## config.mk

```make
export PLATFORM = sky130hd
export DESIGN_NAME = radar_range_frame_parser
export DESIGN_NICKNAME = d
export VERILOG_FILES = /design/src/design/rrfp_pkg.sv /design/src/design/rrfp_parse.sv /design/src/design/rrfp_skid.sv /design/src/design/radar_range_frame_parser.sv
export SDC_FILE = /design/constraint.sdc
export NUM_CORES = 1
export LEC_CHECK = 0
export BUFFER_PORTS_ARGS = -buffer_cell sky130_fd_sc_hd__buf_2
export CAP_MARGIN = 10
export CORE_MARGIN = 10
export CORE_UTILIZATION = 55
export CTS_BUF_LIST = sky130_fd_sc_hd__clkbuf_16
export DETAILED_ROUTE_END_ITERATION = 7
export GPL_ROUTABILITY_DRIVEN = 0
export PLACE_DENSITY = 0.74
export SETUP_SLACK_MARGIN = 0.2
export SYNTH_ARGS = -nofsm -noshare
export SYNTH_HDL_FRONTEND = slang
export SYNTH_SLANG_ARGS = --single-unit
export TNS_END_PERCENT = 1
```

## constraint.sdc

```tcl
create_clock -name clk -period 31.9 [get_ports clk]
set_input_delay 7.975 -clock clk [delete_from_list [all_inputs] [get_ports clk]]
set_output_delay 7.975 -clock clk [all_outputs]
set_load 0.02 [all_outputs]
```

## src/design/rrfp_pkg.sv

```systemverilog
// Shared types and constants for the radar range frame parser.
`timescale 1ns / 1ps

package rrfp_pkg;

  localparam logic [7:0] HDR_BYTE     = 8'hFE;
  localparam logic [7:0] NOTGT_BYTE   = 8'hF0;
  localparam logic [7:0] TYPE_MAX     = 8'd3;
  localparam logic [2:0] FILLER_COUNT = 3'd4;
  localparam logic [6:0] HDR_SUM      = 7'h7E;  // header byte folded to 7 bits
  localparam int         FIELD_BITS   = 16;
  localparam int         IN_BITS      = 8;
  localparam int         OUT_BITS     = 88;     // 83 payload bits padded to bytes

  typedef enum logic [2:0] {
    EV_BUSY       = 3'd0,
    EV_DISTANCE   = 3'd1,
    EV_NO_TARGET  = 3'd2,
    EV_BAD_HEADER = 3'd3,
    EV_BAD_TYPE   = 3'd4,
    EV_BAD_SUM    = 3'd5
  } event_t;

  // Packed MSB first, so event_res lands in the lowest bits.
  typedef struct packed {
    logic [FIELD_BITS-1:0] checksum_errors;
    logic [FIELD_BITS-1:0] type_errors;
    logic [FIELD_BITS-1:0] header_errors;
    logic [FIELD_BITS-1:0] no_target_total;
    logic [FIELD_BITS-1:0] range_cm;
    event_t                event_res;
  } result_t;

  localparam int RESULT_BITS = $bits(result_t);

endpackage

```

## src/design/rrfp_parse.sv

```systemverilog
// Frame parser state machine: per-byte state update and result formation.
`timescale 1ns / 1ps

module rrfp_parse #(
  parameter int COUNTER_BITS = 16
) (
  input  logic                 clk,
  input  logic                 rst,
  input  logic                 in_fire,
  input  logic [7:0]           rx_byte,
  output rrfp_pkg::result_t    res
);

  typedef enum logic [2:0] {
    PH_HUNT = 3'd0,
    PH_TYPE = 3'd1,
    PH_HIGH = 3'd2,
    PH_LOW  = 3'd3,
    PH_TAIL = 3'd4
  } phase_t;

  typedef logic [COUNTER_BITS-1:0] cnt_t;

  phase_t     phase, phase_next;
  logic [2:0] filler_seen, filler_seen_next;
  logic [6:0] running_sum, running_sum_next;
  logic [7:0] range_high, range_high_next;
  logic [7:0] range_low, range_low_next;
  cnt_t       no_target_count, no_target_count_next;
  cnt_t       header_error_count, header_error_count_next;
  cnt_t       type_error_count, type_error_count_next;
  cnt_t       sum_error_count, sum_error_count_next;

  rrfp_pkg::event_t                ev;
  logic [rrfp_pkg::FIELD_BITS-1:0] range_value;
  logic [31:0]                     nt_wide, he_wide, te_wide, se_wide;

  function automatic cnt_t sat_inc(input cnt_t v);
    sat_inc = (v == '1) ? v : v + cnt_t'(1);
  endfunction

  always_comb begin
    phase_next              = phase;
    filler_seen_next        = filler_seen;
    running_sum_next        = running_sum;
    range_high_next         = range_high;
    range_low_next          = range_low;
    no_target_count_next    = no_target_count;
    header_error_count_next = header_error_count;
    type_error_count_next   = type_error_count;
    sum_error_count_next    = sum_error_count;
    ev                      = rrfp_pkg::EV_BUSY;
    range_value             = '0;

    unique case (phase)
      PH_TYPE: begin
        if (rx_byte != 8'd0 && rx_byte <= rrfp_pkg::TYPE_MAX) begin
          running_sum_next = running_sum + rx_byte[6:0];
          phase_next       = PH_HIGH;
        end else begin
          phase_next            = PH_HUNT;
          type_error_count_next = sat_inc(type_error_count);
          ev                    = rrfp_pkg::EV_BAD_TYPE;
        end
      end
      PH_HIGH: begin
        range_high_next  = rx_byte;
        running_sum_next = running_sum + rx_byte[6:0];
        phase_next       = PH_LOW;
      end
      PH_LOW: begin
        range_low_next   = rx_byte;
        running_sum_next = running_sum + rx_byte[6:0];
        phase_next       = PH_TAIL;
      end
      PH_TAIL: begin
        if (filler_seen < rrfp_pkg::FILLER_COUNT) begin
          running_sum_next = running_sum + rx_byte[6:0];
          filler_seen_next = filler_seen + 3'd1;
        end else begin
          phase_next = PH_HUNT;
          // bit 7 set never matches the 7-bit sum
          if (rx_byte == {1'b0, running_sum}) begin
            range_value = rrfp_pkg::FIELD_BITS'({range_high, 7'b0})
                        + rrfp_pkg::FIELD_BITS'(range_low);
            ev          = rrfp_pkg::EV_DISTANCE;
          end else begin
            sum_error_count_next = sat_inc(sum_error_count);
            ev                   = rrfp_pkg::EV_BAD_SUM;
          end
        end
      end
      default: begin
        // hunting; unused phase codes behave the same
        phase_next = PH_HUNT;
        if (rx_byte == rrfp_pkg::HDR_BYTE) begin
          header_error_count_next = '0;
          type_error_count_next   = '0;
          sum_error_count_next    = '0;
          filler_seen_next        = '0;
          range_high_next         = '0;
          range_low_next          = '0;
          running_sum_next        = rrfp_pkg::HDR_SUM;
          phase_next              = PH_TYPE;
        end else if (rx_byte == rrfp_pkg::NOTGT_BYTE) begin
          no_target_count_next = sat_inc(no_target_count);
          ev                   = rrfp_pkg::EV_NO_TARGET;
        end else begin
          header_error_count_next = sat_inc(header_error_count);
          ev                      = rrfp_pkg::EV_BAD_HEADER;
        end
      end
    endcase
  end

  // counts leave the block as 16-bit fields
  assign nt_wide = 32'(no_target_count_next);
  assign he_wide = 32'(header_error_count_next);
  assign te_wide = 32'(type_error_count_next);
  assign se_wide = 32'(sum_error_count_next);

  always_comb begin
    res.event_res       = ev;
    res.range_cm        = range_value;
    res.no_target_total = nt_wide[rrfp_pkg::FIELD_BITS-1:0];
    res.header_errors   = he_wide[rrfp_pkg::FIELD_BITS-1:0];
    res.type_errors     = te_wide[rrfp_pkg::FIELD_BITS-1:0];
    res.checksum_errors = se_wide[rrfp_pkg::FIELD_BITS-1:0];
  end

  always_ff @(posedge clk) begin
    if (rst) begin
      phase              <= PH_HUNT;
      filler_seen        <= '0;
      running_sum        <= '0;
      range_high         <= '0;
      range_low          <= '0;
      no_target_count    <= '0;
      header_error_count <= '0;
      type_error_count   <= '0;
      sum_error_count    <= '0;
    end else if (in_fire) begin
      phase              <= phase_next;
      filler_seen        <= filler_seen_next;
      running_sum        <= running_sum_next;
      range_high         <= range_high_next;
      range_low          <= range_low_next;
      no_target_count    <= no_target_count_next;
      header_error_count <= header_error_count_next;
      type_error_count   <= type_error_count_next;
      sum_error_count    <= sum_error_count_next;
    end
  end

  a_hdr_clears: assert property (@(posedge clk) disable iff (rst)
    in_fire && phase == PH_HUNT && rx_byte == rrfp_pkg::HDR_BYTE |=>
      header_error_count == '0 && type_error_count == '0 && sum_error_count == '0
      && phase == PH_TYPE && running_sum == rrfp_pkg::HDR_SUM)
    else $error("header did not restart the frame");

  a_filler_stays: assert property (@(posedge clk) disable iff (rst)
    in_fire && phase == PH_TAIL && filler_seen < rrfp_pkg::FILLER_COUNT |=>
      phase == PH_TAIL && filler_seen == $past(filler_seen) + 3'd1)
    else $error("filler byte left the tail phase");

  a_dist_only_good: assert property (@(posedge clk) disable iff (rst)
    res.event_res != rrfp_pkg::EV_DISTANCE |-> res.range_cm == '0)
    else $error("range reported without a good frame");

endmodule

```

## src/design/rrfp_skid.sv

```systemverilog
// Two-entry output stage: result register plus skid register.
`timescale 1ns / 1ps

module rrfp_skid (
  input  logic              clk,
  input  logic              rst,
  input  logic              push,
  input  rrfp_pkg::result_t push_data,
  output logic              push_ready,
  output logic              out_valid,
  input  logic              out_ready,
  output rrfp_pkg::result_t out_data
);

  logic              skid_valid;
  rrfp_pkg::result_t skid_data;
  logic              pop;

  assign pop        = out_valid && out_ready;
  assign push_ready = !skid_valid;

  always_ff @(posedge clk) begin
    if (rst) begin
      out_valid  <= 1'b0;
      skid_valid <= 1'b0;
    end else begin
      if (pop) begin
        if (skid_valid) begin
          out_data   <= skid_data;
          skid_valid <= 1'b0;
        end else if (push) begin
          out_data <= push_data;
        end else begin
          out_valid <= 1'b0;
        end
      end else if (push) begin
        if (out_valid) begin
          skid_data  <= push_data;
          skid_valid <= 1'b1;
        end else begin
          out_data  <= push_data;
          out_valid <= 1'b1;
        end
      end
    end
  end

  a_skid_behind_out: assert property (@(posedge clk) disable iff (rst)
    skid_valid |-> out_valid)
    else $error("skid entry held with empty output register");

  a_stall_to_skid: assert property (@(posedge clk) disable iff (rst)
    push && out_valid && !out_ready |=> skid_valid && skid_data == $past(push_data))
    else $error("beat lost during output stall");

  a_push_when_room: assert property (@(posedge clk) disable iff (rst)
    push |-> push_ready)
    else $error("beat pushed into a full stage");

endmodule

```

## src/design/radar_range_frame_parser.sv

```systemverilog
// Top level of the radar range frame parser: byte in, one result beat out.
`timescale 1ns / 1ps
//
//  channel  | dir | handshake                   | tdata fields (low bit up)
//  ---------+-----+-----------------------------+-----------------------------------
//  s_axis   | in  | s_axis_tvalid/s_axis_tready | rx_byte[7:0]
//  m_axis   | out | m_axis_tvalid/m_axis_tready | event_res[2:0], range_cm[18:3],
//           |     |                             | no_target_total[34:19],
//           |     |                             | header_errors[50:35],
//           |     |                             | type_errors[66:51],
//           |     |                             | checksum_errors[82:67], zero pad
//
//  One byte per cycle while s_axis_tready is high, one result beat per byte. A
//  result is registered as its byte is taken, in the edge where the parser state
//  and counters update, so bytes flow with no bubbles while the skid has room.
//  Reset (rst, synchronous) puts the parser in header hunt with all counts
//  zero and empties the output stage.
//  Output stalls are absorbed by a one-beat skid register; s_axis_tready
//  drops only when both the result and skid registers are full.

module radar_range_frame_parser #(
  parameter int COUNTER_BITS = 16
) (
  input  logic                          clk,
  input  logic                          rst,
  input  logic                          s_axis_tvalid,
  output logic                          s_axis_tready,
  input  logic [rrfp_pkg::IN_BITS-1:0]  s_axis_tdata,  // rx_byte
  output logic                          m_axis_tvalid,
  input  logic                          m_axis_tready,
  // event_res, range_cm, no_target_total, header_errors, type_errors,
  // checksum_errors, then zero fill
  output logic [rrfp_pkg::OUT_BITS-1:0] m_axis_tdata
);

  logic              in_fire;
  rrfp_pkg::result_t step_res;
  rrfp_pkg::result_t out_res;

  assign in_fire = s_axis_tvalid && s_axis_tready;

  // parser state advances only on an accepted byte
  rrfp_parse #(
    .COUNTER_BITS (COUNTER_BITS)
  ) u_parse (
    .clk     (clk),
    .rst     (rst),
    .in_fire (in_fire),
    .rx_byte (s_axis_tdata),
    .res     (step_res)
  );

  rrfp_skid u_skid (
    .clk        (clk),
    .rst        (rst),
    .push       (in_fire),
    .push_data  (step_res),
    .push_ready (s_axis_tready),
    .out_valid  (m_axis_tvalid),
    .out_ready  (m_axis_tready),
    .out_data   (out_res)
  );

  assign m_axis_tdata = rrfp_pkg::OUT_BITS'(out_res);

endmodule
```

[After elaboration in Yosys (flattened, before gate mapping)]
Index checks and enable logic that the tools add are counted.
Cells by class
  add/subtract/negate cells: 7
  order comparisons: 2
  equal/unequal tests: 17
  muxes and demuxes: 49
  bitwise logic cells: 5
  reduce and logical (&&, ||, !) cells: 27
Operators by type and width (number)
  83-bit two-way mux: 5
  16-bit two-way mux: 18
  16-bit by 1-bit adder with 16-bit output (second input constant): 4
  16-bit equality test (second input constant): 4
  16-bit case mux with 2 select lines: 2
  8-bit case mux with 2 select lines: 2
  3-bit two-way mux: 7
  7-bit two-way mux: 3
  7-bit case mux with 3 select lines: 1
  15-bit by 8-bit adder with 16-bit output: 1
  8-bit equality test (second input constant): 2
  4-bit AND reduction: 4
  3-bit case mux with 4 select lines: 1
  3-bit OR reduction: 4
  2-bit nonzero test: 5
  3-bit case mux with 3 select lines: 1
  3-bit AND reduction: 3
  8-bit by 7-bit equality test with 1-bit output: 1
  8-bit by 2-bit less-or-equal comparator with 1-bit output (second input constant): 1
  8-bit two-way mux: 1
  2-bit inequality test (second input constant): 4
  8-bit nonzero test: 1
  7-bit adder: 1
  3-bit by 2-bit equality test with 1-bit output (second input constant): 2
  15 further kinds: 29
Word-level totals
  bits in registers: 261
  input bits: 12
  output and inout bits: 90
  word-level logic and storage cells: 130

[Depth between registers and ports, before layout]
Gate-level depths: netlist (run 1).
  word-level depth: 8
  gate-level depth with buffers: 9
  depth with buffers taken out: 8

[Modules after synthesis]
From an unflattened synthesis (run 1), not the netlist that was laid out.
Unflattened totals
  cell total of the unflattened synthesis: 1197
  area, all modules: 13386.6 um2
Modules (own cells, without submodules)
  rrfp_parse: times used 1, cells each 919, area each 6960.4 um2, sequential area each 1861.8 um2
  rrfp_skid: times used 1, cells each 271, area each 6378.6 um2, sequential area each 5024.8 um2
  radar_range_frame_parser: times used 1, cells each 7, area each 47.5 um2, sequential area each 0.0 um2

[Least setup slack after synthesis (run 1)]
OpenSTA, ideal clock, no wires.
  path kind: input to register
  from: in s_axis_tvalid
  to: reg u_skid.out_data[0] (netlist bit) (enable)
  library setup time: 656 ps
  data arrival time: 14880 ps
  data required time: 31244 ps
  path slack: 16364 ps
  cell stages on the path: 5
  buffers on the path: 3
  path through: nand2b_1 > clkbuf_1 > clkbuf_1 > clkbuf_1 > a221oi_1
On the way
  word-level cells in the longest chain between the ends: 3
  elaborated cells on any way between the ends: 4
  those cells by class: reduce/logical: 4
Ends and longest elaborated chain
  from (decl): RTL line radar_range_frame_parser.sv:26  | input logic s_axis_tvalid,
  1-bit logical AND (*): RTL line radar_range_frame_parser.sv:40  | assign in_fire = s_axis_tvalid && s_axis_tready;
  2-bit nonzero test (no line)
  4-bit AND reduction (no line) (*)
  to (signal assigned): RTL line rrfp_skid.sv:29  | out_data <= skid_data;
  to (signal assigned): RTL line rrfp_skid.sv:32  | out_data <= push_data;
  to (signal assigned): RTL line rrfp_skid.sv:41  | out_data <= push_data;
  to (decl): RTL line rrfp_skid.sv:12  | output rrfp_pkg::result_t out_data
Every way passes the cells marked *; elsewhere a longest branch is shown, timed or not.
A chain may end at the register's enable or synchronous reset.

[Worst setup path in the final report (run 1)]
  from: in s_axis_tdata[6] (netlist bit)
  to: reg u_parse.running_sum[6]
On the way
  word-level cells in the longest chain between the ends: 4
  elaborated cells on any way between the ends: 11
  those cells by class: add/sub: 1; order compare: 1; eq/ne: 2; mux: 3; reduce/logical: 4
Ends and longest elaborated chain
  from (decl): RTL line radar_range_frame_parser.sv:28  | input logic [rrfp_pkg::IN_BITS-1:0] s_axis_tdata,
  8-bit by 2-bit less-or-equal comparator with 1-bit output / 8-bit nonzero test (equally long branches): RTL line rrfp_parse.sv:57  | if (rx_byte != 8'd0 && rx_byte <= rrfp_pkg::TYPE_MAX) begin
  1-bit logical AND: RTL line rrfp_parse.sv:57
  2-bit by 1-bit inequality test with 1-bit output (no line)
  4-bit AND reduction (no line)
  to (signal assigned): RTL line rrfp_parse.sv:145  | running_sum <= running_sum_next;
  to (decl): RTL line rrfp_parse.sv:26  | logic [6:0] running_sum, running_sum_next;
Several ways; a longest one is shown, not always the timed one. The select of a mux whose other input is x is not followed.

==> summary.md, run 1 <==
| Metric | Value |
|---|---|
| CP Buf/Inv Count | `2` |
| Post-DRT Antenna Nets | `0` |
| DRT Pass-1 Iters | `8` |
| Main flop type after synthesis | `edfxtp_1` |
| Fin worst setup slack | `21.51 ns` |
| # diodes | `0` |
| Die Wd | `177 um` |
| Count of cell types in the netlist | `82` |
| Vias in the first global route | `10,491` |
| Post-Route WL | `34,700 um` |
| Relative slew slack | `26.4%` |
| Seq/Total Area, Yosys | `51.1%` |
| VDD IR max | `0.0356 mV` |
| Max H-tree Level | `1` |
| CP cell instances | `buf_2 > nand4_1 > o22ai_1 > inv_1 > nor4_1 > o21ai_0 > a21oi_1` |
| GRT overflow | `0` |
| Final Max Tran Viols | `0` |
| Routed vias | `11,207` |
| Worst-Margin Slew | `1.10 ns` |
| Fmax achieved | `96.2 MHz` |
| Worst setup path class | `input port to flip-flop` |
| CP delay by family, top | `simple AND/OR/NAND/NOR gates` |
| Number of synthesized register bits | `261` |
| Vias/cell | `6.43` |
| P&R area growth vs syn | `10.6%` |
| Largest stage delay, worst path | `0.81 ns` |
| Period utilization | `32.6%` |
| Hold endpoint | `u_parse.running_sum[0]` |
| Cell Pwr Density | `45.5 nW/um2` |
| # hold bufs at CTS | `0` |
| Cell area after synthesis | `13,500 um2` |
| Place WS | `21.04 ns` |
| Hold Path Origin | `u_parse.running_sum[0]` |
| Gr usage total | `21.4%` |
| Initial antenna violation count | `0` |
| Setup TNS | `0 ns` |
| Starting Density | `55.6%` |
| Largest net degree at the start of global routing | `75` |
| WHS Path Cells | `2` |
| Share of cells above drive strength 1 | `14.6%` |
| Clock transition at path regs | `0.06 ns` |
| Final Hold Fails | `0` |
| Filler cells | `2,076` |
| Status | `completed` |
| Critical path arrival | `10.85 ns` |
| Die area | `31,200 um2` |
| Setup violators final | `0` |
| Max layer used | `met4` |
| Leak pwr | `5.39 nW` |
| Skew-Pair Late Insertion Delay | `0.54 ns` |
| Reg2reg end | `u_skid.out_data[77]` |
| R2R depth | `6` |
| TritonCTS clock tree | `done` |
| Ys Warns | `0` |
| Total CTS buffers | `27` |
| DRT met1 WL | `14,700 um` |
| Final Power | `679 uW` |
| Die height | `177 um` |
| Core ar. | `24,200 um2` |
| Crit path launch type | `input port` |
| # Post-CTS Setup Buffers | `0` |
| Worst Path Required | `32.36 ns` |
| CTS resizes | `0` |
| I/O pins | `102` |
| R2r setup slk | `28.80 ns` |
| MaxCap Viol Count | `0` |
| Min Hold Slack | `0.485 ns` |
| DR WL/cell | `19.9 um` |
| Non-filler instance count after layout | `1,744` |
| Number of synthesized flops with an enable pin | `166` |
| First-pass GRT wire length | `55,500 um` |
| I/O Buffers | `96` |
| Routed wl met2 | `16,600 um` |
| DR DRC count | `0` |
| Inst Count DP | `1,696` |
| Met3 wire length | `2710 um` |
| Asr flop ratio synth | `0%` |
| Worst-case clock buffer depth | `3` |
| Crit-path max FO | `13` |
| Worst Setup SP | `s_axis_tdata[6]` |
| Worst min path class | `flip-flop to flip-flop` |
| Clock Root Buffer | `clkbuf_16` |
| RSZ-0062 raised after global routing | `false` |
| Syn Area/Cell | `9.95 um2` |
| Fin Clk Skew | `0.0160 ns` |
| Sink Count | `261` |
| CP endpoint kind | `flip-flop` |
| Post-DP HPWL | `22,900 um` |
| Rows | `57` |
| Cell at the slowest stage of the critical path | `nor4_1` |
| Worst R2R Start | `u_parse.sum_error_count[0]` |
| Gate count after technology mapping | `1,354` |
| Layout Nets | `1,428` |
| Initial drt markers | `1,366` |
| Minimum clock period | `10.39 ns` |
==> logic make-up after synthesis <==
logic type      share of synthesized area, %
compound gates                          19.2
xor+xnor                                1.82
fa+ha+maj                               1.36
buf+inv                                 3.65
flops                                   51.1
mux                                     3.94
other cells                           0.0278
simple gates                            18.9
==> cells in the final DEF, fill, tap and decap left out, types with 7 or more instances in the layout <==
| cell | netlist | layout |
|---|---|---|
| a211oi_1 | 17 | 16 |
| a21oi_1 | 65 | 65 |
| a22oi_1 | 19 | 19 |
| a31oi_1 | 63 | 63 |
| a41oi_1 | 10 | 10 |
| and2_1 | 17 | 17 |
| and3_1 | 34 | 32 |
| and4_1 | 11 | 11 |
| buf_2 | 9 | 96 |
| buf_4 | 5 | 15 |
| clkbuf_16 | 0 | 27 |
| dfxtp_1 | 95 | 95 |
| edfxtp_1 | 166 | 166 |
| ha_1 | 13 | 13 |
| inv_1 | 22 | 30 |
| mux2_2 | 32 | 32 |
| mux2i_1 | 11 | 11 |
| nand2_1 | 128 | 128 |
| nand2b_1 | 7 | 7 |
| nand3_1 | 64 | 63 |
| nand4_1 | 23 | 23 |
| nor2_1 | 118 | 118 |
| nor3_1 | 24 | 24 |
| nor4_1 | 16 | 16 |
| o2111ai_1 | 9 | 9 |
| o211ai_1 | 25 | 25 |
| o21ai_0 | 59 | 59 |
| o31ai_1 | 27 | 27 |
| or3_1 | 27 | 27 |
| or4_1 | 15 | 15 |
| xnor2_1 | 12 | 12 |
| xor2_1 | 16 | 16 |
==> area by class of cell <==
| class | instances | area (um2) | share of cell area, % |
|---|---|---|---|
| Sequential cell | 261 | 6890 | 46.2 |
| Multi-Input combinational cell | 978 | 6170 | 41.4 |
| Clock buffer | 27 | 676 | 4.53 |
| Timing Repair Buffer | 112 | 601 | 4.03 |
| Tap cell | 324 | 405 | 2.72 |
| Clock inverter | 20 | 86.3 | 0.579 |
| Inverter | 22 | 82.6 | 0.554 |
==> per-stage QoR <==
step / area [um2] / utilization, %
final: 14900 / 61.5
after global routing: 14900 / 61.5
after CTS: 14900 / 61.4
after detailed placement: 14100 / 58.3
after global placement: 14100 / 58.3
after floorplan: 13500 / -
==> layer usage <==
layer | global-route usage (%) | vias to the layer above
li1 | - | 5305
met1 | 28.3 | 5371
met2 | 35.3 | 472
met3 | 3.40 | 59
met4 | 6.37 | 0
met5 | 0 | -
==> registers in the layout, indices dropped and copies added, names as in the netlist <==
register	cells
u_parse.filler_seen	3
u_parse.header_error_count	16
u_parse.no_target_count	16
u_parse.phase	3
u_parse.range_high	8
u_parse.range_low	8
u_parse.running_sum	7
u_parse.sum_error_count	16
u_parse.type_error_count	16
u_skid.out_data	83
u_skid.out_valid	1
u_skid.skid_data	83
u_skid.skid_valid	1
==> synthesized netlist by cell type, drive strengths merged, types with 17 or more instances <==
library cell | n | area, um2
a211oi | 19 | 160
a21oi | 65 | 325
a22oi | 19 | 143
a31oi | 63 | 394
and2 | 17 | 106
and3 | 34 | 213
buf | 18 | 113
clkbuf | 79 | 297
dfxtp | 95 | 1900
edfxtp | 166 | 4980
inv | 22 | 82.6
mux2 | 36 | 420
nand2 | 128 | 480
nand3 | 64 | 320
nand4 | 23 | 144
nor2 | 118 | 443
nor3 | 24 | 120
nor4 | 17 | 113
o211ai | 25 | 188
o21ai | 63 | 319
o31ai | 27 | 203
or3 | 27 | 169
==> worst min-delay path, delay by kind of cell, from the launching register on <==
family	cells	cell delay [ns]
AOI/OAI and AO/OA	1	0.06
DFF	1	0.32
and+or+nand+nor	1	0.07
==> worst max path at each step <==
stage / endpoint / slack [ns] / cells after the start
6_report: u_parse.running_sum[6] / 21.51 / 7
5_1_grt: u_parse.running_sum[2] / 21.16 / 7
4_1_cts: u_parse.running_sum[2] / 21.60 / 7
3_5_place_dp: u_parse.running_sum[2] / 21.04 / 7
3_3_place_gp: u_parse.running_sum[0] / 21.13 / 7
2_1_floorplan: u_skid.out_data[0] / 16.36 / 5
==> where the power goes <==
part / internal, mW / switching, mW / leakage, nW
registers: 0.364 / 0.00290 / 2.43
logic: 0.00823 / 0.0244 / 2.55
clock network: 0.152 / 0.127 / 0.405
Power figures use the tool's default switching activity.
==> inputs of run 2 (changes only) <==
ABC_AREA = 1   (was unset)
clock period = 9.8 ns   (was 31.9 ns; I/O delays follow)
==> summary.md, run 2 <==
| Metric | Value |
|---|---|
| Status | `completed` |
| Post-DRT Antenna Nets | `0` |
| Die area | `30,700 um2` |
| Area leader, netlist | `edfxtp_1` |
| Gate count after technology mapping | `1,646` |
| Count of cell types in the netlist | `48` |
| Starting Density | `56.2%` |
| TritonCTS clock tree | `done` |
| P&R area growth vs syn | `11.7%` |
| Asr flop ratio synth | `0%` |
| Worst setup path class | `input port to flip-flop` |
| Largest net degree at the start of global routing | `84` |
| DRT Pass-1 Iters | `5` |
| Clock Root Buffer | `clkbuf_16` |
| First-pass GRT wire length | `49,300 um` |
| VDD IR max | `0.166 mV` |
| Die height | `175 um` |
| Post-DP HPWL | `20,100 um` |
| Largest stage delay, worst path | `0.88 ns` |
| Filler cells | `2,055` |
| Routed vias | `10,995` |
| RSZ-0062 raised after global routing | `false` |
| Main flop type after synthesis | `edfxtp_1` |
| Syn Area/Cell | `8.06 um2` |
| Sink Count | `261` |
| Clk network pwr share | `38.8%` |
| Max H-tree Level | `1` |
| Worst-case clock buffer depth | `3` |
| Initial drt markers | `787` |
| Gr usage total | `19.1%` |
| Crit-path max FO | `49` |
| Number of synthesized flops with an enable pin | `166` |
| Leak pwr | `6.54 nW` |
| Share of cells above drive strength 1 | `11.6%` |
| Sw Ratio | `26.1%` |
| # diodes | `0` |
| CP endpoint kind | `flip-flop` |
| I/O Buffers | `96` |
| Total CTS buffers | `27` |
| Skew-Pair Late Insertion Delay | `0.54 ns` |
| Cell at the slowest stage of the critical path | `nor2_4` |
| Power Internal | `1.94 mW` |
| I/O pins | `102` |
| Commonest non-fill, non-tap cell in the layout | `nand2_1` |
| CTS resizes | `0` |
| Fin worst setup slack | `4.85 ns` |
| Core ar. | `23,600 um2` |
| Relative slew slack | `26.6%` |
| Inst Count DP | `2,005` |
| Period utilization | `50.6%` |
| Die Wd | `175 um` |
| Minimum clock period | `4.95 ns` |
| Setup violators final | `0` |
| Final Power | `2.62 mW` |
| CP delay by family, top | `buffers and inverters` |
| Area of the multi-input gates | `5370 um2` |
| Fin Clk Skew | `0.0123 ns` |
| Layout Nets | `1,741` |
| Biggest regs | `u_skid.out_data: 83 flops, u_skid.skid_data: 83 flops` |
| # hold bufs at CTS | `0` |
| Most common cell in the netlist | `nand2_1` |
| Place WS | `4.21 ns` |
| MaxCap Viol Count | `0` |
| Share of the synthesized area in the top cell type | `37.6%` |
| Fmax achieved | `202 MHz` |
| Most frequent cells in the layout | `507 x nand2_1, 184 x inv_1, 166 x edfxtp_1` |
| Setup TNS | `0 ns` |
| GRT overflow | `0` |
| Worst min path class | `flip-flop to flip-flop` |
| Initial antenna violation count | `0` |
| Clock transition at path regs | `0.06 ns` |
| Vias/cell | `5.35` |
| Crit path launch type | `input port` |
| Seq/Total Area, Yosys | `51.9%` |
| Non-filler instance count after layout | `2,055` |
| Vias in the first global route | `10,321` |
| Ys Warns | `0` |
| Commonest cells in the netlist | `508 x nand2_1, 182 x inv_1, 166 x edfxtp_1` |
| Rows | `56` |
| Cell area after synthesis | `13,300 um2` |
| Final Max Tran Viols | `0` |
| Critical path arrival | `5.12 ns` |
| CP Buf/Inv Count | `3` |
| DR DRC count | `0` |
| Sw power | `686 uW` |
| Sequential Power Share | `49.1%` |
| Worst Path Required | `9.96 ns` |
| # Post-CTS Setup Buffers | `0` |
| Number of synthesized register bits | `261` |
| Total area of sequential cells | `6890 um2` |
| Worst-Margin Slew | `1.10 ns` |
| Final Hold Fails | `0` |
| DR WL/cell | `14.8 um` |
| Cell Pwr Density | `177 nW/um2` |
| Synth area leaders | `edfxtp_1 38%, nand2_1 14%, dfxtp_1 14%, nand3_1 6.0%, inv_1 5.2%` |
| Comb power frac | `12.1%` |
| CP cell instances | `buf_2 > inv_1 > nand2_1 > nor2_4 > buf_4` |
| Post-Route WL | `30,400 um` |
-- run 2: changes by cell type after synthesis, sizes merged, moves of 17 or more --
| cell | before | now |
|---|---|---|
| nand3 | 64 | 160 |
| o31ai | 27 | 0 |
| and3 | 34 | 1 |
| nand2 | 128 | 514 |
| a211oi | 19 | 0 |
| mux2 | 36 | 0 |
| or3 | 27 | 0 |
| nand4 | 23 | 40 |
| o211ai | 25 | 6 |
| o21ai | 63 | 90 |
| clkbuf | 79 | 38 |
| inv | 22 | 193 |
| a31oi | 63 | 5 |
-- run 2: power by group through the flow --
stage,Combinational (mW),Clock (mW),Sequential (mW)
floorplan,0.212,0,1.33
global placement,0.310,0,1.31
detailed placement,0.318,0,1.31
CTS,0.320,1.04,1.29
global route,0.358,1.08,1.29
finish,0.318,1.02,1.29
-- run 2: per-stage QoR --
stage               util [%]  hold slack [ns]  cell area (um2)
detailed placement      59.0            0.479            13900
global route            62.8            0.511            14800
finish                  62.8            0.492            14800
floorplan                  -            0.453            13300
CTS                     62.8            0.490            14800
global placement        59.0            0.467            13900
-- run 2: tightest hold or removal path, stage by stage (launching register included) --
cell     delay, ns
dfxtp_1       0.31
o21ai_0       0.07
a21oi_1       0.06
-- run 2: path summary, 6_finish.rpt --
check	from	endpoint	slack [ns]	cells past startpoint
min	u_parse.filler_seen[1]	u_parse.filler_seen[1]	0.49	2
max	rst	u_skid.skid_data[22]	4.85	5
min reg2reg	u_parse.filler_seen[1]	u_parse.filler_seen[1]	0.49	2
max reg2reg	u_skid.skid_valid	u_skid.out_data[28]	7.09	6
-- run 2: cell type report --
class | instances | area share (%)
Sequential cell | 261 | 46.5
Multi-Input combinational cell | 1126 | 36.2
Inverter | 195 | 4.98
Clock buffer | 28 | 4.73
Timing Repair Buffer | 104 | 3.65
Tap cell | 319 | 2.69
Clock inverter | 22 | 1.25
-- run 2: metal layers --
metal,vias to the layer above,track usage [%],routed length [um]
li1,5573,-,-
met1,5102,22.4,12500
met2,267,34.6,15400
met3,53,2.94,1710
met4,0,6.57,741
met5,-,0,0
-- run 2: kinds of logic (layout without fill, tap and decap cells) --
family,count (synthesis),count (layout),share of synthesized area [%]
AOI/OAI and AO/OA,204,204,8.42
xor gates and xnor gates,20,20,1.32
adders and majority gates,14,14,1.38
buffers and inverters,263,349,7.92
DFF,261,261,51.9
other,1,5,0.0283
and+or+nand+nor,883,883,29.0
